<file path="config.mk">
export PLATFORM = sky130hd
export DESIGN_NAME = saa_rot_cordic
export DESIGN_NICKNAME = d
export VERILOG_FILES = /design/src/hw/rtl/saa_pkg.sv /design/src/hw/rtl/saa_rot_cordic.sv
export SDC_FILE = /design/constraint.sdc
export NUM_CORES = 2
export LEC_CHECK = 0
export BUFFER_PORTS_ARGS = -buffer_cell sky130_fd_sc_hd__buf_2
export CAP_MARGIN = 5
export CORE_UTILIZATION = 45
export CTS_CLUSTER_SIZE = 10
export DETAILED_ROUTE_END_ITERATION = 12
export PLACE_DENSITY_LB_ADDON = 0.05
export SYNTH_ARGS = -nofsm -noshare
export SYNTH_HDL_FRONTEND = slang
export SYNTH_SLANG_ARGS = --single-unit
export TNS_END_PERCENT = 20
</file>
<file path="constraint.sdc">
create_clock -name i_clk -period 6.4 [get_ports i_clk]
set_input_delay 0.32 -clock i_clk [delete_from_list [all_inputs] [get_ports i_clk]]
set_output_delay 0.32 -clock i_clk [all_outputs]
set_load 0.05 [all_outputs]
</file>
<file path="src/hw/rtl/saa_pkg.sv">
// shared constants, types and helper functions for the solar altitude/azimuth pipeline
`default_nettype none

package saa_pkg;

    // angle resolution of the cordic units, 2^ANGLE_BITS units per turn
    localparam int ANGLE_BITS    = 16;
    localparam int CORDIC_STAGES = 16;

    localparam int ZW       = ANGLE_BITS + 2;   // cordic angle accumulator
    localparam int RW       = 34;               // rotation x/y, q30
    localparam int MW       = 36;               // products and sun vector, q30
    localparam int VW       = 37;               // vectoring x/y, q30 plus growth
    localparam int SQW      = 62;               // square root remainder/root
    localparam int SQ_STEPS = 31;               // one root bit per step

    localparam logic signed [RW-1:0] GAIN_INV = RW'(652032874);

    // atan(2^-i) in 2^32 units per turn
    localparam logic [31:0] ATAN_TURN32 [32] = '{
        32'h20000000, 32'h12E4051E, 32'h09FB385B, 32'h051111D4, 32'h028B0D43,
        32'h0145D7E1, 32'h00A2F61E, 32'h00517C55, 32'h0028BE53, 32'h00145F2F,
        32'h000A2F98, 32'h000517CC, 32'h00028BE6, 32'h000145F3, 32'h0000A2FA,
        32'h0000517D, 32'h000028BE, 32'h0000145F, 32'h00000A30, 32'h00000518,
        32'h0000028C, 32'h00000146, 32'h000000A3, 32'h00000051, 32'h00000029,
        32'h00000014, 32'h0000000A, 32'h00000005, 32'h00000003, 32'h00000001,
        32'h00000001, 32'h00000000
    };

    typedef enum logic [1:0] {
        CFG_DECL_SINE   = 2'd0,
        CFG_DECL_COSINE = 2'd1,
        CFG_LAT_SINE    = 2'd2,
        CFG_LAT_COSINE  = 2'd3
    } t_cfg_idx;

    // rounded outputs and azimuth qualifier that travel beside the angle units
    typedef struct packed {
        logic signed [15:0] east;
        logic signed [15:0] north;
        logic signed [15:0] up;
        logic               az_ok;
    } t_side;

    // arctangent table entry at cordic resolution, half rounds up
    function automatic logic signed [ZW-1:0] atan_ent(input int i);
        logic [32:0] t;
        t = {1'b0, ATAN_TURN32[i % 32]};
        if (ANGLE_BITS < 32) begin
            t = (t + (33'd1 << (31 - ANGLE_BITS))) >> (32 - ANGLE_BITS);
        end
        return ZW'(t);
    endfunction

    // hour angle (65536 per turn) to cordic units
    function automatic logic signed [ZW-1:0] ang_in(input logic signed [15:0] h);
        logic signed [63:0] v;
        v = 64'(h) <<< 16;
        if (ANGLE_BITS < 32) begin
            v = (v + (64'sd1 <<< (31 - ANGLE_BITS))) >>> (32 - ANGLE_BITS);
        end
        return v[ZW-1:0];
    endfunction

    // cordic units to 65536 per turn
    function automatic logic signed [63:0] ang_out(input logic signed [ZW-1:0] z);
        logic signed [63:0] v;
        v = 64'(z);
        if (ANGLE_BITS > 16) begin
            v = (v + (64'sd1 <<< (ANGLE_BITS - 17))) >>> (ANGLE_BITS - 16);
        end else if (ANGLE_BITS < 16) begin
            v = v <<< (16 - ANGLE_BITS);
        end
        return v;
    endfunction

    // round away 15 fraction bits, half up
    function automatic logic signed [63:0] rnd15(input logic signed [63:0] v);
        return (v + 64'sd16384) >>> 15;
    endfunction

    function automatic logic signed [15:0] sat16(input logic signed [63:0] v);
        logic signed [15:0] r;
        if (v > 64'sd32767) begin
            r = 16'sh7FFF;
        end else if (v < -64'sd32768) begin
            r = 16'sh8000;
        end else begin
            r = v[15:0];
        end
        return r;
    endfunction

endpackage

`default_nettype wire

</file>
<file path="src/hw/rtl/saa_rot_cordic.sv">
// pipelined rotation cordic giving sine and cosine of an angle
`default_nettype none

module saa_rot_cordic import saa_pkg::*; (
    input  logic                 i_clk,
    input  logic                 i_rst_n,
    input  logic                 i_en,
    input  logic                 i_valid,
    input  logic signed [ZW-1:0] i_angle,
    output logic                 o_valid,
    output logic signed [RW-1:0] o_sin,
    output logic signed [RW-1:0] o_cos
);

    localparam logic signed [ZW-1:0] HALF    = ZW'(1) << (ANGLE_BITS - 1);
    localparam logic signed [ZW-1:0] QUARTER = ZW'(1) << (ANGLE_BITS - 2);

    logic                 r_v   [0:CORDIC_STAGES];
    logic                 r_neg [0:CORDIC_STAGES];
    logic signed [RW-1:0] r_x   [0:CORDIC_STAGES];
    logic signed [RW-1:0] r_y   [0:CORDIC_STAGES];
    logic signed [ZW-1:0] r_z   [0:CORDIC_STAGES];
    logic                 r_ov;
    logic signed [RW-1:0] r_sin;
    logic signed [RW-1:0] r_cos;

    logic                 n_neg;
    logic signed [ZW-1:0] n_z;

    // fold into a half turn around zero
    always_comb begin
        n_neg = 1'b0;
        n_z   = i_angle;
        if (i_angle > QUARTER) begin
            n_z   = i_angle - HALF;
            n_neg = 1'b1;
        end else if (i_angle < -QUARTER) begin
            n_z   = i_angle + HALF;
            n_neg = 1'b1;
        end
    end

    always_ff @(posedge i_clk) begin
        if (!i_rst_n) begin
            r_v[0] <= 1'b0;
        end else if (i_en) begin
            r_v[0] <= i_valid;
        end
    end

    always_ff @(posedge i_clk) begin
        if (i_en) begin
            r_neg[0] <= n_neg;
            r_z[0]   <= n_z;
            r_x[0]   <= GAIN_INV;
            r_y[0]   <= '0;
        end
    end

    for (genvar k = 0; k < CORDIC_STAGES; k++) begin : g_stage
        localparam logic signed [ZW-1:0] ATAN = atan_ent(k);

        always_ff @(posedge i_clk) begin
            if (!i_rst_n) begin
                r_v[k+1] <= 1'b0;
            end else if (i_en) begin
                r_v[k+1] <= r_v[k];
            end
        end

        always_ff @(posedge i_clk) begin
            if (i_en) begin
                r_neg[k+1] <= r_neg[k];
                if (r_z[k] >= 0) begin
                    r_x[k+1] <= r_x[k] - (r_y[k] >>> k);
                    r_y[k+1] <= r_y[k] + (r_x[k] >>> k);
                    r_z[k+1] <= r_z[k] - ATAN;
                end else begin
                    r_x[k+1] <= r_x[k] + (r_y[k] >>> k);
                    r_y[k+1] <= r_y[k] - (r_x[k] >>> k);
                    r_z[k+1] <= r_z[k] + ATAN;
                end
            end
        end
    end

    // undo the half-turn fold
    always_ff @(posedge i_clk) begin
        if (!i_rst_n) begin
            r_ov <= 1'b0;
        end else if (i_en) begin
            r_ov <= r_v[CORDIC_STAGES];
        end
    end

    always_ff @(posedge i_clk) begin
        if (i_en) begin
            r_sin <= r_neg[CORDIC_STAGES] ? -r_y[CORDIC_STAGES] : r_y[CORDIC_STAGES];
            r_cos <= r_neg[CORDIC_STAGES] ? -r_x[CORDIC_STAGES] : r_x[CORDIC_STAGES];
        end
    end

    assign o_valid = r_ov;
    assign o_sin   = r_sin;
    assign o_cos   = r_cos;

endmodule

`default_nettype wire

</file>
==> qor.txt <==
Multi-input logic area: 0.0674 mm^2
DR top layer: met5
Inserted Clock Buffers: 173
Hold_ws: 0.255 ns
Clk slew on worst S/H paths: 0.06 ns
Worst-Margin Slew: 1.04 ns
Outcome: finished clean
Port Buffers: 90
Ports: 91
Vias: 86,700
CTS tree: built
Syn Area/Cell: 9.64 um^2
Share of layout cells above drive strength 1: 4.37%
Syn-to-layout area delta: 8.82%
Final WL: 313,000 um
CP endpoint kind: register
Grt total ovfl: 0
Post-synth EDFFs: 1,367
Die height: 499 um
Startpoint Class: register
H-tree Lvls: 4
RSZ-0062 raised after global routing: false
Period minus WS final: 5.58 ns
Crit Path Class: reg -> reg
Register area share after synthesis: 36.9%
DRC violations left: 0
Max Slew Vio Count: 0
Synth Instances: 11,500
Synth Cell Area: 0.111 mm^2
Commonest non-fill, non-tap cell in the layout: edfxtp_1
Worst Path Arrival: 6.15 ns
Peak Freq: 179 MHz
Vias in the first global route: 85,000
Syn Nets: 12,800
Initial drt markers: 5,918
Storage cell area: 0.0411 mm^2
WP data required: 6.97 ns
Global router's overall resource usage: 24.6%
Die width: 499 um
Fin nets: 12,900
Setup_tns: 0 ns
Most frequent cells in the layout: edfxtp_1, ha_1, xnor2_1, a21oi_1, nor2_1
Fin crit share: 87.2%
Initial antenna violation count: 4
Clk sinks: 1,369
First-pass DRT Iterations: 6
Max_slew headroom: 30.3%
Total length of routed met3 wires: 12,000 um
Met1 WL: 137,000 um
Largest net degree at the start of global routing: 149
Global-route wire length before repair: 486,000 um
Vias per Instance: 5.77
Synth Register Bits: 1,369
Std-Cell Core Area: 0.246 mm^2
Setup-failing EPs final: 0
Routed wl met2: 152,000 um
DP Wirelength: 249,000 um
Asr flop ratio synth: 0%
Placed instance count: 14,700
Worst Skew: 0.0397 ns
Yosys cell types: 87
Final hold vios: 0
Critical path peak fanout: 6
CTS max path bufs: 3
Final Instance Count excl. Fillers: 15,000
WL/cell: 20.8 um
Initial Util: 45.3%
Clock insertion delay at the later pin of the skew report: 0.81 ns
Clock root buffer: clkbuf_16
# rows: 182
Synth Flop Type: edfxtp_1
Gpl congestion: 0.928
Antenna-violating nets left: 0
CTS resizes: 0
Setup Buffers After CTS: 0
Hold Path Class: in -> reg
Max_cap viols: 0
Area of the die: 0.249 mm^2
FILL cells: 22,900
Syn. warnings: 0
==> sequential cells by signal, indices dropped and copies added, names as in the netlist <==
register  count
r_z         271
o_sin        34
r_y         511
r_x         484
o_valid       1
r_neg        17
o_cos        34
r_v          17
==> worst max-delay path, stage by stage (launching register included) <==
cell      delay [ns]
edfxtp_1        0.54
or4_1           0.58
nor2_1          0.11
nand2_1         0.13
or2_1           0.28
nor4_1          0.61
a31oi_1         0.19
xor2_1          0.17
ha_1            0.35
a21o_1          0.20
a211oi_1        0.39
nand2_1         0.16
a211oi_1        0.40
nor3_1          0.21
a31oi_1         0.31
o21ai_1         0.18
a21oi_1         0.27
o21ai_1         0.11
xor2_1          0.14
==> layout make-up <==
class / instances / share of cell area, %
diodes: 2 / 0.00413
multi-input cells: 9411 / 55.6
clock buffers: 215 / 3.76
inverters: 554 / 1.72
flip-flops and latches: 1369 / 33.9
clock inverters: 62 / 0.602
repair buffers: 185 / 1.07
well taps: 3220 / 3.32
==> layer usage <==
| layer | global-route usage, % | vias up |
|---|---|---|
| li1 | - | 42800 |
| met1 | 31.2 | 41500 |
| met2 | 43.2 | 1846 |
| met3 | 2.58 | 490 |
| met4 | 8.42 | 2 |
| met5 | 0 | - |
==> through the flow <==
stage               util (%)  cell area (um^2)  worst slack [ns]
detailed placement      47.0            116000             0.663
global placement        47.0            116000             0.755
floorplan                  -            111000              1.63
finish                  49.3            121000             0.819
global route            49.3            121000             0.245
CTS                     49.3            121000             0.835
==> synth_stat cells, drive strengths merged (70+ instances only) <==
cell type / count / area [um^2]
nor2: 904 / 3390
nand2b: 196 / 1230
xnor2: 1170 / 10200
o31ai: 141 / 1070
a21oi: 1158 / 5800
o21ai: 663 / 3320
or3: 91 / 579
nor2b: 160 / 1000
a21o: 469 / 3520
and2: 70 / 438
o41ai: 71 / 637
a211oi: 90 / 676
inv: 552 / 2070
a31oi: 102 / 638
ha: 1181 / 14800
nor3: 258 / 1290
nand3: 198 / 991
edfxtp: 1367 / 41000
o21a: 174 / 1310
nand2: 659 / 2480
xor2: 551 / 4830
clkbuf: 189 / 709
and3: 137 / 857
o21bai: 136 / 1020
nor4: 86 / 544
==> final timing paths <==
check | from | endpoint | slack [ns] | depth (start not counted)
worst max register to register | r_y[6][9] | r_x[7][32] | 0.82 | 18
worst min-delay path | i_angle[13] | r_z[0][13] | 0.25 | 2
worst min register to register | r_z[0][6] | r_z[1][6] | 0.42 | 0
worst max-delay path | r_y[6][9] | r_x[7][32] | 0.82 | 18
==> cells by family after synthesis <==
| group | synth area share, % |
|---|---|
| buffers and inverters | 2.59 |
| muxes | 0.840 |
| and+or+nand+nor | 13.1 |
| adders and majority gates | 14.1 |
| AOI/OAI and AO/OA | 19.0 |
| DFF | 36.9 |
| xor gates and xnor gates | 13.5 |
==> timing repair <==
action / CTS / global route
hold endpoints to repair: 66 / 0
endpoints found under the setup margin: 0 / 0
hold buffers: 24 / 0
Power is left out: the tool's default activity adds up to more than one toggle a clock period on the data nets, which glitch-free logic cannot reach.
